File: config.mk
export PLATFORM = sky130hd
export DESIGN_NAME = rgb_to_hsl_top
export DESIGN_NICKNAME = d
export VERILOG_FILES = /design/src/hw/rtl/rgbhsl_pkg.sv /design/src/hw/rtl/rgbhsl_fifo.sv /design/src/hw/rtl/rgbhsl_front.sv /design/src/hw/rtl/rgbhsl_div.sv /design/src/hw/rtl/rgbhsl_back.sv /design/src/hw/rtl/rgb_to_hsl_top.sv
export VERILOG_INCLUDE_DIRS = /design/src /design/src/hw/rtl
export SDC_FILE = /design/constraint.sdc
export NUM_CORES = 2
export LEC_CHECK = 0
export BUFFER_PORTS_ARGS = -buffer_cell sky130_fd_sc_hd__buf_2
export CORE_MARGIN = 4
export CORE_UTILIZATION = 50
export DETAILED_ROUTE_END_ITERATION = 12
export HOLD_SLACK_MARGIN = 0.02
export PLACE_DENSITY = 0.66
export SLEW_MARGIN = 20
export SYNTH_ARGS = -nofsm -noshare
export SYNTH_HDL_FRONTEND = slang
export SYNTH_SLANG_ARGS = --single-unit
File: constraint.sdc
create_clock -name clk -period 4.7 [get_ports clk]
set_input_delay 0.235 -clock clk [delete_from_list [all_inputs] [get_ports clk]]
set_output_delay 0.235 -clock clk [all_outputs]
set_load 0.02 [all_outputs]
File: src/hw/rtl/rgb_to_hsl_top_macros.svh
// Assertion macros shared by the RGB to HSL converter RTL.
`ifndef RGB_TO_HSL_TOP_MACROS_SVH
`define RGB_TO_HSL_TOP_MACROS_SVH

// Antecedent implies consequent in the same cycle; uses clk and rst_n of the including scope.
`define RGBHSL_ASSERT_IMPLY(name, ante, cons, msg) \
    name: assert property (@(posedge clk) disable iff (!rst_n) (ante) |-> (cons)) \
        else $error(msg);

// Condition must never hold while out of reset.
`define RGBHSL_ASSERT_NEVER(name, cond, msg) \
    name: assert property (@(posedge clk) disable iff (!rst_n) !(cond)) \
        else $error(msg);

`endif

File: src/hw/rtl/rgbhsl_pkg.sv
// Types, constants and helpers of the RGB to HSL converter.
`default_nettype none

package rgbhsl_pkg;

    localparam int HUE_W   = 15;
    localparam int SAT_W   = 13;
    localparam int LIGHT_W = 9;
    localparam int ALPHA_W = 8;

    // Quotient bits of both dividers (hue fraction <= 7680, saturation <= 4096)
    localparam int QUO_W = 13;

    localparam int TURN_UNITS = 23040;

    // 7680 = 2^13 - 2^9, numerator scale of the hue fraction
    localparam int HUE_HI_SHIFT = 13;
    localparam int HUE_LO_SHIFT = 9;
    // 2 * 4096, saturation numerator scale
    localparam int SAT_SHIFT = 13;

    localparam int MID_DEPTH = 4;
    localparam int OUT_DEPTH = 16;

    typedef enum logic [1:0] {
        SEC_RED_LO = 2'd0,   // red max, green >= blue
        SEC_RED_HI = 2'd1,   // red max, green < blue
        SEC_GREEN  = 2'd2,
        SEC_BLUE   = 2'd3
    } sector_t;

    typedef struct packed {
        logic                gray;
        sector_t             sector;
        logic [LIGHT_W-1:0]  lightness;
        logic [ALPHA_W-1:0]  alpha;
    } side_t;

    // Hue offset added to the fraction quotient q = round(3840*(diff+d)/d),
    // that is 3840*(k-1) modulo 2^16.
    function automatic logic [15:0] hue_base(input sector_t sec);
        logic [15:0] base;
        case (sec)
            SEC_RED_LO: base = 16'hF100;     // -3840
            SEC_RED_HI: base = 16'd19200;
            SEC_GREEN:  base = 16'd3840;
            SEC_BLUE:   base = 16'd11520;
            default:    base = 16'd0;
        endcase
        return base;
    endfunction

endpackage

`default_nettype wire

File: src/hw/rtl/rgbhsl_fifo.sv
// Small register FIFO used between front and back and at the result side.
`default_nettype none

module rgbhsl_fifo #(
    parameter int WIDTH = 8,
    parameter int DEPTH = 4
) (
    input  wire logic             clk,
    input  wire logic             rst_n,
    input  wire logic             push,
    input  wire logic [WIDTH-1:0] wdata,
    input  wire logic             pop,
    output logic      [WIDTH-1:0] rdata,
    output logic                  full,
    output logic                  empty
);

    localparam int AW = $clog2(DEPTH);

    logic [WIDTH-1:0] mem_reg [DEPTH];
    logic [AW-1:0]    wr_ptr_reg;
    logic [AW-1:0]    wr_ptr_next;
    logic [AW-1:0]    rd_ptr_reg;
    logic [AW-1:0]    rd_ptr_next;
    logic [AW:0]      cnt_reg;
    logic [AW:0]      cnt_next;
    logic             wr_en;
    logic             rd_en;

    assign full  = (cnt_reg == (AW+1)'(DEPTH));
    assign empty = (cnt_reg == '0);
    assign wr_en = push && !full;
    assign rd_en = pop && !empty;
    assign rdata = mem_reg[rd_ptr_reg];

    always_comb
    begin
        wr_ptr_next = wr_en ? wr_ptr_reg + 1'b1 : wr_ptr_reg;
        rd_ptr_next = rd_en ? rd_ptr_reg + 1'b1 : rd_ptr_reg;
        cnt_next    = cnt_reg + (AW+1)'(wr_en) - (AW+1)'(rd_en);
    end

    always_ff @(posedge clk or negedge rst_n)
    begin
        if (!rst_n)
        begin
            wr_ptr_reg <= '0;
            rd_ptr_reg <= '0;
            cnt_reg    <= '0;
        end
        else
        begin
            wr_ptr_reg <= wr_ptr_next;
            rd_ptr_reg <= rd_ptr_next;
            cnt_reg    <= cnt_next;
        end
    end

    always_ff @(posedge clk)
    begin
        if (wr_en)
        begin
            mem_reg[wr_ptr_reg] <= wdata;
        end
    end

endmodule

`default_nettype wire

File: src/hw/rtl/rgbhsl_front.sv
// Front end: max/min, sector, lightness and divider operands of one pixel.
`default_nettype none

module rgbhsl_front #(
    parameter int CHAN_W = 8
) (
    input  wire logic [CHAN_W-1:0]               red,
    input  wire logic [CHAN_W-1:0]               green,
    input  wire logic [CHAN_W-1:0]               blue,
    input  wire logic [rgbhsl_pkg::ALPHA_W-1:0]  alpha,
    output rgbhsl_pkg::side_t                    side,
    output logic      [CHAN_W-1:0]               d,
    output logic      [CHAN_W-1:0]               den,
    output logic      [CHAN_W:0]                 dd
);
    import rgbhsl_pkg::*;

    logic [CHAN_W-1:0] mx;
    logic [CHAN_W-1:0] mn;
    logic [CHAN_W:0]   sum;
    logic [CHAN_W:0]   den_wide;
    logic              red_max;
    logic              green_max;
    sector_t           sector;

    always_comb
    begin
        red_max   = (red >= green) && (red >= blue);
        green_max = !red_max && (green >= blue);

        mx = red;
        if (green > mx) mx = green;
        if (blue > mx)  mx = blue;
        mn = red;
        if (green < mn) mn = green;
        if (blue < mn)  mn = blue;

        d   = mx - mn;
        sum = {1'b0, mx} + {1'b0, mn};

        // above half scale the denominator is 2*FULL - sum
        if (sum > {1'b0, {CHAN_W{1'b1}}})
            den_wide = {{CHAN_W{1'b1}}, 1'b0} - sum;
        else
            den_wide = sum;
        den = den_wide[CHAN_W-1:0];

        // dd = diff + d, always in 0..2d; wraps cleanly modulo 2^(CHAN_W+1)
        if (red_max)
        begin
            sector = (green < blue) ? SEC_RED_HI : SEC_RED_LO;
            dd     = {1'b0, green} - {1'b0, blue} + {1'b0, d};
        end
        else if (green_max)
        begin
            sector = SEC_GREEN;
            dd     = {1'b0, blue} - {1'b0, red} + {1'b0, d};
        end
        else
        begin
            sector = SEC_BLUE;
            dd     = {1'b0, red} - {1'b0, green} + {1'b0, d};
        end

        side.gray      = (d == '0);
        side.sector    = sector;
        side.lightness = LIGHT_W'(sum);
        side.alpha     = alpha;
    end

endmodule

`default_nettype wire

File: src/hw/rtl/rgbhsl_div.sv
// Pipelined restoring divider, one quotient bit per stage, fixed quotient width.
`default_nettype none

module rgbhsl_div #(
    parameter int DIV_W = 9
) (
    input  wire logic                                  clk,
    input  wire logic [DIV_W+rgbhsl_pkg::QUO_W-1:0]    num,
    input  wire logic [DIV_W-1:0]                      den,
    output logic      [rgbhsl_pkg::QUO_W-1:0]          quo
);
    import rgbhsl_pkg::*;

    // The caller guarantees num < den * 2^QUO_W, so the top part starts below den.
    logic [DIV_W-1:0] rem_reg  [QUO_W];
    logic [DIV_W-1:0] rem_next [QUO_W];
    logic [QUO_W-1:0] low_reg  [QUO_W];
    logic [QUO_W-1:0] low_next [QUO_W];
    logic [DIV_W-1:0] den_reg  [QUO_W];
    logic [DIV_W-1:0] rem_in   [QUO_W];
    logic [QUO_W-1:0] low_in   [QUO_W];
    logic [DIV_W-1:0] den_in   [QUO_W];

    always_comb
    begin
        rem_in[0] = num[DIV_W+QUO_W-1:QUO_W];
        low_in[0] = num[QUO_W-1:0];
        den_in[0] = den;
        for (int s = 1; s < QUO_W; s++)
        begin
            rem_in[s] = rem_reg[s-1];
            low_in[s] = low_reg[s-1];
            den_in[s] = den_reg[s-1];
        end
    end

    always_comb
    begin
        logic [DIV_W:0] trial;
        logic           ge;
        for (int s = 0; s < QUO_W; s++)
        begin
            trial       = {rem_in[s], low_in[s][QUO_W-1]};
            ge          = (trial >= {1'b0, den_in[s]});
            rem_next[s] = ge ? DIV_W'(trial - {1'b0, den_in[s]}) : DIV_W'(trial);
            low_next[s] = {low_in[s][QUO_W-2:0], ge};
        end
    end

    always_ff @(posedge clk)
    begin
        for (int s = 0; s < QUO_W; s++)
        begin
            rem_reg[s] <= rem_next[s];
            low_reg[s] <= low_next[s];
            den_reg[s] <= den_in[s];
        end
    end

    assign quo = low_reg[QUO_W-1];

endmodule

`default_nettype wire

File: src/hw/rtl/rgbhsl_back.sv
// Back end: credit-gated issue, hue and saturation dividers, final hue offset and wrap.
`default_nettype none

`include "rgb_to_hsl_top_macros.svh"

module rgbhsl_back #(
    parameter int CHAN_W = 8
) (
    input  wire logic                               clk,
    input  wire logic                               rst_n,
    input  wire logic                               mid_empty,
    output logic                                    mid_pop,
    input  wire rgbhsl_pkg::side_t                  side_in,
    input  wire logic [CHAN_W-1:0]                  d_in,
    input  wire logic [CHAN_W-1:0]                  den_in,
    input  wire logic [CHAN_W:0]                    dd_in,
    output logic                                    out_push,
    input  wire logic                               out_taken,
    output logic      [rgbhsl_pkg::HUE_W-1:0]       hue_res,
    output logic      [rgbhsl_pkg::SAT_W-1:0]       sat_res,
    output logic      [rgbhsl_pkg::LIGHT_W-1:0]     light_res,
    output logic      [rgbhsl_pkg::ALPHA_W-1:0]     alpha_res
);
    import rgbhsl_pkg::*;

    localparam int DIV_W    = CHAN_W + 1;
    localparam int NUM_W    = DIV_W + QUO_W;
    localparam int PIPE_LAT = QUO_W + 1;
    localparam int CNT_W    = $clog2(OUT_DEPTH) + 1;

    logic [CNT_W-1:0] used_reg;
    logic [CNT_W-1:0] used_next;
    logic             valid_reg [PIPE_LAT];
    side_t            side_reg  [PIPE_LAT];
    logic [NUM_W-1:0] hnum_reg;
    logic [DIV_W-1:0] hden_reg;
    logic [NUM_W-1:0] snum_reg;
    logic [DIV_W-1:0] sden_reg;
    logic [NUM_W-1:0] hnum_next;
    logic [NUM_W-1:0] snum_next;
    logic [NUM_W-1:0] dd_ext;
    logic [QUO_W-1:0] hue_q;
    logic [QUO_W-1:0] sat_q;
    logic [15:0]      hue_sum;
    side_t            side_last;

    // issue only when a slot in the result queue is reserved for the request
    assign mid_pop   = !mid_empty && (used_reg != CNT_W'(OUT_DEPTH));
    assign used_next = used_reg + CNT_W'(mid_pop) - CNT_W'(out_taken);

    always_comb
    begin
        dd_ext    = NUM_W'(dd_in);
        // hue: 7680*(diff+d) + d over 2d ; sat: 8192*d + den over 2*den
        hnum_next = (dd_ext << HUE_HI_SHIFT) - (dd_ext << HUE_LO_SHIFT) + NUM_W'(d_in);
        snum_next = (NUM_W'(d_in) << SAT_SHIFT) + NUM_W'(den_in);
    end

    always_ff @(posedge clk or negedge rst_n)
    begin
        if (!rst_n)
        begin
            used_reg <= '0;
            for (int s = 0; s < PIPE_LAT; s++)
            begin
                valid_reg[s] <= 1'b0;
            end
        end
        else
        begin
            used_reg     <= used_next;
            valid_reg[0] <= mid_pop;
            for (int s = 1; s < PIPE_LAT; s++)
            begin
                valid_reg[s] <= valid_reg[s-1];
            end
        end
    end

    always_ff @(posedge clk)
    begin
        hnum_reg    <= hnum_next;
        hden_reg    <= {d_in, 1'b0};
        snum_reg    <= snum_next;
        sden_reg    <= {den_in, 1'b0};
        side_reg[0] <= side_in;
        for (int s = 1; s < PIPE_LAT; s++)
        begin
            side_reg[s] <= side_reg[s-1];
        end
    end

    rgbhsl_div #(.DIV_W(DIV_W)) u_hue_div (
        .clk (clk),
        .num (hnum_reg),
        .den (hden_reg),
        .quo (hue_q)
    );

    rgbhsl_div #(.DIV_W(DIV_W)) u_sat_div (
        .clk (clk),
        .num (snum_reg),
        .den (sden_reg),
        .quo (sat_q)
    );

    always_comb
    begin
        side_last = side_reg[PIPE_LAT-1];
        hue_sum   = 16'(hue_q) + hue_base(side_last.sector);
        // gray pixels and a full turn both give hue zero
        if (side_last.gray || (hue_sum >= 16'(TURN_UNITS)))
            hue_res = '0;
        else
            hue_res = HUE_W'(hue_sum);
        sat_res   = side_last.gray ? '0 : SAT_W'(sat_q);
        light_res = side_last.lightness;
        alpha_res = side_last.alpha;
        out_push  = valid_reg[PIPE_LAT-1];
    end

    `RGBHSL_ASSERT_NEVER(a_credit_bound, used_reg > CNT_W'(OUT_DEPTH), "credit count overflow")
    `RGBHSL_ASSERT_IMPLY(a_fixed_latency, out_push, $past(mid_pop, PIPE_LAT), "early result")
    `RGBHSL_ASSERT_IMPLY(a_no_lost_issue, $past(mid_pop, PIPE_LAT), out_push, "lost result")
    `RGBHSL_ASSERT_IMPLY(a_push_has_credit, out_push, used_reg != '0, "no reserved slot")

endmodule

`default_nettype wire

File: src/hw/rtl/rgb_to_hsl_top.sv
// Top level of the RGB to HSL pixel converter.
//
//  channel  | handshake        | fields
//  ---------+------------------+-----------------------------------------
//  pixel in | push / full      | red, green, blue, alpha
//  HSL out  | pop / empty      | hue, saturation, lightness, alpha_out
//
// One request per clock sustained while pop keeps up; a request accepted passes
// the mid queue, the operand register, 13 divider stages and the result queue
// write before it shows up on the result ports.
// The latency is set by the two 13-stage restoring dividers (hue and saturation).
// rst_n clears queue pointers, credits and stage valids at once; no warm-up pass.
// When pop stalls, credits for the 16-entry result queue run out, the back stops
// issuing, the 4-entry mid queue fills and full rises.
`default_nettype none

`include "rgb_to_hsl_top_macros.svh"

module rgb_to_hsl_top #(
    parameter int CHANNEL_BITS = 8
) (
    input  wire logic                               clk,
    input  wire logic                               rst_n,
    input  wire logic                               push,
    output logic                                    full,
    input  wire logic [CHANNEL_BITS-1:0]            red,
    input  wire logic [CHANNEL_BITS-1:0]            green,
    input  wire logic [CHANNEL_BITS-1:0]            blue,
    input  wire logic [rgbhsl_pkg::ALPHA_W-1:0]     alpha,
    output logic                                    empty,
    input  wire logic                               pop,
    output logic      [rgbhsl_pkg::HUE_W-1:0]       hue,
    output logic      [rgbhsl_pkg::SAT_W-1:0]       saturation,
    output logic      [rgbhsl_pkg::LIGHT_W-1:0]     lightness,
    output logic      [rgbhsl_pkg::ALPHA_W-1:0]     alpha_out
);
    import rgbhsl_pkg::*;

    localparam int MID_W = $bits(side_t) + 3 * CHANNEL_BITS + 1;
    localparam int OUT_W = HUE_W + SAT_W + LIGHT_W + ALPHA_W;

    // front -> mid queue
    side_t                   f_side;
    logic [CHANNEL_BITS-1:0] f_d;
    logic [CHANNEL_BITS-1:0] f_den;
    logic [CHANNEL_BITS:0]   f_dd;

    // mid queue -> back
    logic [MID_W-1:0]        mid_rdata;
    logic                    mid_empty;
    logic                    mid_pop;
    side_t                   m_side;
    logic [CHANNEL_BITS-1:0] m_d;
    logic [CHANNEL_BITS-1:0] m_den;
    logic [CHANNEL_BITS:0]   m_dd;

    // back -> result queue
    logic                    out_push;
    logic                    out_full;
    logic                    out_taken;
    logic [HUE_W-1:0]        b_hue;
    logic [SAT_W-1:0]        b_sat;
    logic [LIGHT_W-1:0]      b_light;
    logic [ALPHA_W-1:0]      b_alpha;
    logic [OUT_W-1:0]        out_rdata;

    // Front: classify the pixel combinationally and park it in the mid queue.
    rgbhsl_front #(.CHAN_W(CHANNEL_BITS)) u_front (
        .red   (red),
        .green (green),
        .blue  (blue),
        .alpha (alpha),
        .side  (f_side),
        .d     (f_d),
        .den   (f_den),
        .dd    (f_dd)
    );

    rgbhsl_fifo #(.WIDTH(MID_W), .DEPTH(MID_DEPTH)) u_mid_q (
        .clk   (clk),
        .rst_n (rst_n),
        .push  (push),
        .wdata ({f_side, f_d, f_den, f_dd}),
        .pop   (mid_pop),
        .rdata (mid_rdata),
        .full  (full),
        .empty (mid_empty)
    );

    assign {m_side, m_d, m_den, m_dd} = mid_rdata;

    // Back: divider pipeline; it issues only against free result-queue slots,
    // so it never has to stall mid-flight.
    rgbhsl_back #(.CHAN_W(CHANNEL_BITS)) u_back (
        .clk       (clk),
        .rst_n     (rst_n),
        .mid_empty (mid_empty),
        .mid_pop   (mid_pop),
        .side_in   (m_side),
        .d_in      (m_d),
        .den_in    (m_den),
        .dd_in     (m_dd),
        .out_push  (out_push),
        .out_taken (out_taken),
        .hue_res   (b_hue),
        .sat_res   (b_sat),
        .light_res (b_light),
        .alpha_res (b_alpha)
    );

    assign out_taken = pop && !empty;

    rgbhsl_fifo #(.WIDTH(OUT_W), .DEPTH(OUT_DEPTH)) u_out_q (
        .clk   (clk),
        .rst_n (rst_n),
        .push  (out_push),
        .wdata ({b_hue, b_sat, b_light, b_alpha}),
        .pop   (pop),
        .rdata (out_rdata),
        .full  (out_full),
        .empty (empty)
    );

    assign {hue, saturation, lightness, alpha_out} = out_rdata;

    `RGBHSL_ASSERT_IMPLY(a_no_result_drop, out_push, !out_full, "result queue overflow")
    `RGBHSL_ASSERT_IMPLY(a_hue_range, !empty, hue < HUE_W'(TURN_UNITS), "hue out of range")
    `RGBHSL_ASSERT_IMPLY(a_sat_range, !empty, saturation <= SAT_W'(4096), "saturation above one")

endmodule

`default_nettype wire

## After elaboration in Yosys (flattened, before gate mapping)

Memory sizes are Yosys's and may differ from the RTL's.
Cells that the tools add are included.
W data, S select, Z words.

| word-level totals | value |
|---|---|
| register bits after elaboration | 99 |
| RAM bits | 1986 |
| bits of input ports | 36 |
| output and inout port bits | 47 |
| word-level logic and storage cells | 185 |
| memories | 9 |

Memory list:

| memory | words | width | rd ports | clocked after memory_dff | write ports | line | source |
|---|---|---|---|---|---|---|---|
| u_out_q.mem_reg | 16 | 45 | 1 | 0 | 1 | rgbhsl_fifo.sv:20 | `logic [WIDTH-1:0] mem_reg [DEPTH];` |
| u_back.side_reg | 14 | 20 | 14 | 0 | 14 | rgbhsl_back.sv:34 | `side_t side_reg [PIPE_LAT];` |
| u_mid_q.mem_reg | 4 | 45 | 1 | 0 | 1 | rgbhsl_fifo.sv:20 |  |
| u_back.u_hue_div.low_reg | 13 | 13 | 13 | 0 | 13 | rgbhsl_div.sv:17 | `logic [QUO_W-1:0] low_reg [QUO_W];` |
| u_back.u_sat_div.low_reg | 13 | 13 | 13 | 0 | 13 | rgbhsl_div.sv:17 |  |
| u_back.u_hue_div.den_reg | 13 | 9 | 12 | 0 | 13 | rgbhsl_div.sv:19 | `logic [DIV_W-1:0] den_reg [QUO_W];` |
| +3 memories | n/a | n/a | n/a | n/a | n/a | n/a |  |

| operators by class | value |
|---|---|
| add/subtract/negate cells | 49 |
| order comparisons | 36 |
| equality and inequality tests | 6 |
| mux-type cells | 43 |
| reduce and logical (&&, ||, !) cells | 17 |

Operators with widths:

| kind | count |
|---|---|
| $ge A10 B9 Y1 | 26 |
| $mux W9 | 28 |
| $sub A9 B9 Y9 | 26 |
| $pmux W16 S4 | 1 |
| $mux W8 | 5 |
| $add A9 B8 Y9 | 3 |
| $sub A8 B8 Y9 | 3 |
| $ge A8 B8 Y1 | 3 |
| $lt A8 B8 Y1 | 3 |
| $add A21 B8 Y22 | 1 |
| $add A22 B8 Y22 | 1 |
| $sub A22 B18 Y22 | 1 |
| $add A13 B16 Y16 | 1 |
| $ge A16 B15 Y1 const B | 1 |
| $gt A8 B8 Y1 | 2 |
| $mux W15 | 1 |
| $mux W13 | 1 |
| $add A5 B1 Y5 | 2 |
| $sub A5 B1 Y5 | 2 |
| $add A8 B8 Y9 | 1 |
| $gt A9 B8 Y1 const B | 1 |
| $add A4 B1 Y4 const B | 2 |
| $logic_not A8 Y1 | 1 |
| $sub A8 B8 Y8 | 1 |
| other kinds (17) | 34 |

## Logic depth before layout (Yosys ltp)

| logic depth | value |
|---|---|
| depth after elaboration | 8 |
| gate-level depth with buffers | 33 |
| gate-level depth less buffers | 32 |

## Modules after synthesis

Synthesis repeated with hierarchy kept, for this count alone.

| second synthesis, totals | value |
|---|---|
| cell total of the unflattened synthesis | 5251 |
| area total of the unflattened synthesis | 76002.9 sq um |

By module, submodules not included:

| module | times used | cells an instance | area an instance (sq um) | sequential area each (sq um) |
|---|---|---|---|---|
| rgbhsl_fifo at u_out_q | 1 | 1378 | 28210.8 | 21946.0 |
| rgbhsl_div at u_back.u_hue_div | 1 | 1295 | 14370.0 | 7707.4 |
| rgbhsl_div at u_back.u_sat_div | 1 | 1285 | 14306.2 | 7707.4 |
| rgbhsl_back | 1 | 509 | 8142.8 | 6781.5 |
| rgbhsl_fifo at u_mid_q | 1 | 276 | 6980.4 | 5580.4 |
| rgbhsl_front | 1 | 507 | 3978.8 | 0.0 |
| rgb_to_hsl_top | 1 | 1 | 13.8 | 0.0 |

## Worst setup path after synthesis

OpenSTA, ideal clock, no wires.

| timing | value |
|---|---|
| path type | input port to flip-flop |
| start point | input port red[7] |
| end point | memory u_mid_q.mem_reg[0][8] in the netlist's numbering (data pin) |
| setup time | 0.266 ns |
| arrival time | 6.779 ns |
| required time | 4.434 ns |
| slack | -2.346 ns |
| cell stages on the path | 30 |
| buffers on the path | 1 |
| path through | inv_1 -> ha_1 -> nand4_1 -> o21bai_1 -> nand2_1 -> mux2i_1 -> inv_1 -> ha_1 -> a21o_1 -> a21o_1 -> a2111oi_0 -> o31ai_1 -> nand2_1 -> buf_2 -> mux2_1 -> ha_1 -> o21ba_1 -> o211ai_1 -> a2111oi_0 -> nor2_1 -> xnor2_1 -> inv_1 -> fa_1 -> inv_1 -> ha_1 -> or3_1 -> o31ai_1 -> mux2i_1 -> a31oi_1 -> mux2_2 |

| on the way | value |
|---|---|
| cells in the longest elaborated chain, start to end | 8 |
| elaborated cells on any way between the ends | 21 |
| classes of those cells | 6 x add/sub; 6 x order compare; 6 x mux; 3 x reduce/logical |

Ends and longest elaborated chain:

| item | line | source |
|---|---|---|
| start: declaration | rgb_to_hsl_top.sv:26 | `input wire logic [CHANNEL_BITS-1:0] red,` |
| $gt A8 B8 Y1 or $lt A8 B8 Y1 (tied branches) | rgbhsl_front.sv:32, rgbhsl_front.sv:35 |  |
| $mux W8, on equally long branches | rgbhsl_front.sv:32, rgbhsl_front.sv:35 |  |
| $gt A8 B8 Y1 or $lt A8 B8 Y1 (tied branches) | rgbhsl_front.sv:33, rgbhsl_front.sv:36 |  |
| $mux W8, on equally long branches | rgbhsl_front.sv:33, rgbhsl_front.sv:36 |  |
| $sub A8 B8 Y8 (*) | rgbhsl_front.sv:38 | `d = mx - mn;` |
| net f_d[7] | rgb_to_hsl_top.sv:44 | `logic [CHANNEL_BITS-1:0] f_d;` |
| $add A9 B8 Y9, on equally long branches | rgbhsl_front.sv:62, rgbhsl_front.sv:57 |  |
| $mux W9 | rgbhsl_front.sv:54 | `else if (green_max)` |
| $mux W9 (*) | rgbhsl_front.sv:49 | `if (red_max)` |
| net f_dd[8] | rgb_to_hsl_top.sv:46 | `logic [CHANNEL_BITS:0] f_dd;` |
| end: declaration | rgbhsl_fifo.sv:20 |  |

Mark *: on every way through the listed nets, which the timed path passes. The rest lies on a longest branch.

## Worst setup path after layout

| timing | value |
|---|---|
| start point | input port red[7] |
| end point | memory u_mid_q.mem_reg[1][8] in the netlist's numbering (data pin) |

| on the way | value |
|---|---|
| cells in the longest elaborated chain, start to end | 8 |
| elaborated cells on any way between the ends | 21 |
| classes of those cells | 6 x add/sub; 6 x order compare; 6 x mux; 3 x reduce/logical |

Ends and longest elaborated chain:

| item | line |
|---|---|
| $gt A8 B8 Y1 or $lt A8 B8 Y1 (tied branches) | rgbhsl_front.sv:32, rgbhsl_front.sv:35 |
| $mux W8, on equally long branches | rgbhsl_front.sv:32, rgbhsl_front.sv:35 |
| $gt A8 B8 Y1 or $lt A8 B8 Y1 (tied branches) | rgbhsl_front.sv:33, rgbhsl_front.sv:36 |
| $mux W8, on equally long branches | rgbhsl_front.sv:33, rgbhsl_front.sv:36 |
| $sub A8 B8 Y8 | rgbhsl_front.sv:38 |
| $add A9 B8 Y9, on equally long branches | rgbhsl_front.sv:62, rgbhsl_front.sv:57 |
| $mux W9 | rgbhsl_front.sv:54 |
| $mux W9 (*) | rgbhsl_front.sv:49 |
| net f_dd[8] | rgb_to_hsl_top.sv:46 |

Marks and branches as above.

==> results.txt <==
At the later pin of the worst-skew pair, clock insertion delay measures 790 ps. The met1 routing resource usage after global routing is 0.2421. The synthesized design contains 1858 register bits. Measured along the y axis, the die boundary spans 380.0 um. The first routing iteration left 2243 violations.

In this design, the stage delay of the slowest critical-path cell is 430 ps. The total number of vias is 35560. The global routing usage on met3 is 0.03213. The worst-margin pin slew came out at 1065 ps. The post-CTS clock slew at the launch and capture registers of the worst setup and hold paths is 60 ps. The cell count after placement came out at 6404. The H-tree was split into 4 levels. The total of buffers placed on input and output ports came out at 82. Across all hold checks on the routed design, the worst slack comes to 121.9 ps.

In this run the worst path has a maximum fanout of 7. The first global-routing pass estimated 208.3 mm of wire. The antenna diode instance count is 0.

Across all setup checks in the final design, the least slack found is -1137 ps. The layout-stage area growth over the synthesis result is 16.15%. Across every metal layer, demand over resource in global routing totals 0.1834. In this run the tightest slew margin relative to its limit is 0.2900. The accumulated negative setup slack is -22840 ps. The checks that failed: setup timing. The most used flip-flop cell after synthesis is dfxtp_1. STA classifies the critical path startpoint as an input port. In this run the most critical hold path is launched from green[0].

The max-slew violation count is 0. The deepest clock path buffer count is 3. Before antenna repair, the detailed router went through 6 iterations. The I/O pin count came out at 83.

The average wire length per cell after detail routing came out at 19.42 um. In the post-synthesis netlist, the biggest area contributors are edfxtp_1 (39%), dfxtp_1 (27%), mux4_2 (9.0%). The met2 track utilization from global routing came out at 0.3123. The run finished, with violations left. The proportion of synthesized chip area in sequential cells came out at 0.6701. The path class of the tightest hold or removal check is input port to register. The flip-flop and latch area came out at 0.04638 mm^2. Of the post-synthesis cell area, the dominant cell type holds 0.3889. The count of max-cap constraint violations is 0. After global routing the overflow that remains totals 0. The count of warnings emitted by yosys came out at 0. In the synthesized netlist, the cells that appear most often are dfxtp_1 (923), edfxtp_1 (896), inv_1 (399). The number of rows in the core area came out at 136. The final clock skew is 19.62 ps. The largest net degree at the start of global routing came out at 50.

The achievable clock frequency came out at 0.1713 GHz. The total of endpoints with negative setup slack in the final report is 32. The final net count is 5245. The number of antenna-violating nets in the routed design is 0. The final count of hold timing violations is 0.

Counting every net in the synthesized netlist gives 4796. After synthesis, the share of flip-flops with an asynchronous set or reset is 0.02099. The die is 380.0 um wide.

The initial utilization of the core area, before any placement, comes to 0.5031. The TritonCTS clock tree is done. The critical path class is input port to register.

The floorplan step defined a die boundary enclosing 0.1444 mm^2. The shortest clock period the worst path allows after layout came out at 5837 ps. The number of stages on the worst hold path came out at 4. Setup repair after global routing could not meet its margin everywhere. After detailed routing, the number of remaining DRC violations is 0. The slowest stage of the critical path belongs to the cell fa_1.

Summed over all nets, the half-perimeter wirelength after detailed placement is 83.44 mm. Among all cell types in the netlist, the one instantiated most often is dfxtp_1. The cell count after synthesis came out at 4374. The number of flip-flops under the largest register name is 720. The filler-free cell count of the finished design is 6770.

The TritonCTS sink count came out at 1858. For flop-to-flop paths, the worst setup slack is 980 ps. The signal arrival time at the worst endpoint came out at 6360 ps. The count of filler cells inserted in the layout is 10460. The number of buffers inserted during clock tree synthesis is 177. The via count of the first global-routing pass came out at 36900. The portion of the clock cycle consumed by the worst path in the final layout came out at 1.242. The area of the multi-input gates came out at 0.02165 mm^2.

Summed over all layers, the routed wires come to 131.5 mm. The detailed-route vias per instance came out at 5.252. met2 is the most crowded layer. The core region is 0.1375 mm^2. The logic depth of the worst register-to-register path is 11. STA classifies the critical path endpoint as a register. The number of enable flip-flop cells after synthesis came out at 896.

Of the cells placed in the final design, the portion with a size suffix greater than 1 is 0.2144. Dividing the synthesized area by the synthesized cell count gives 15.82 um^2. The required time at the endpoint of the critical path is 5220 ps.

The endpoint identified for the worst register-to-register timing path is u_out_q.mem_reg[5][35]. The number of unique standard cell types used by synthesis is 80. Clock tree synthesis selected as its root buffer the cell clkbuf_16. The worst hold path terminates at u_mid_q.mem_reg[0][0]. Routability-driven placement finished with a final weighted congestion of 0.8905.

The number of antenna violations at the first check in global routing is 0. The synthesized design spends more area on one cell type than any other, namely edfxtp_1. The startpoint identified for the worst register-to-register timing path is u_back.side_reg[1][117].

The total standard cell area after synthesis came out at 0.06918 mm^2.
## per-layer routing
| layer | wire [um] | vias up | share of wire |
|---|---|---|---|
| met4 | 3415 | 0 | 0.026 |
| li1 | - | 16960 | - |
| met5 | 0 | - | 0 |
| met2 | 65090 | 748 | 0.49 |
| met3 | 5762 | 232 | 0.044 |
| met1 | 57230 | 17610 | 0.44 |
## stage by stage
stage                     setup slack (ps)    util  cell area (um^2)
after global routing                 -1358  0.5844             80350
after detailed placement             -2219  0.5353             73610
after CTS                            -1034  0.5820             80010
after floorplan                      -1814       -             69420
after global placement               -2087  0.5353             73610
final                                -1137  0.5844             80350
## how the worst max path moves through the flow
stage,from,endpoint,slack (ps),depth (start not counted)
detailed placement,red[7],u_mid_q.mem_reg[2][8],-2220,31
finish,red[7],u_mid_q.mem_reg[1][8],-1140,29
CTS,red[7],u_mid_q.mem_reg[2][8],-1030,30
global placement,red[7],u_mid_q.mem_reg[0][8],-2090,32
floorplan,red[7],u_mid_q.mem_reg[0][8],-1810,30
global route,red[2],u_mid_q.mem_reg[2][8],-1360,32
## critical path: cells and delay by family
| family | cells | cell delay, ps |
|---|---|---|
| AOI/OAI and AO/OA | 8 | 1570 |
| adders and majority gates | 5 | 1470 |
| buffers and inverters | 5 | 420 |
| muxes | 4 | 1150 |
| and+or+nand+nor | 7 | 1510 |
## timing repair
| action | 4_1_cts | 5_1_grt |
|---|---|---|
| setup endpoints to repair | 56 | 68 |
| hold endpoints to repair | 76 | 0 |
| hold buffers | 12 | 0 |
| pin swaps | 24 | 15 |
| buffers inserted | 14 | 9 |
| resized for setup | 47 | 52 |
| cloned | 0 | 0 |
## kinds of logic after synthesis
kind of cell             synth area share
adder cells (fa/ha/maj)           0.07567
AO/OA/AOI/OAI                     0.04252
multiplexers                       0.1233
other                          0.00005421
XOR/XNOR                          0.02089
flip-flops                         0.6701
buffers and inverters             0.02655
AND/OR/NAND/NOR                   0.04091
## layout make-up
class	instances	share of cell area
inverters	405	0.01897
clock inverters	84	0.009997
multi-input cells	2038	0.2694
repair buffers	343	0.03206
flip-flops and latches	1858	0.5772
clock buffers	248	0.06447
well taps	1794	0.02794
## placed cells by master, fill, tap and decap left out, drive strengths merged, types with 95 or more instances in the layout
master  instances
buf           331
dfxtp         923
ha            332
o21ai         105
mux2          129
a21oi         136
inv           419
xnor2         106
nor2           95
nand2         107
edfxtp        896
clkbuf        248
mux4          275
Power is left out: the tool's default activity adds up to more than one toggle a clock period on the data nets, which glitch-free logic cannot reach.
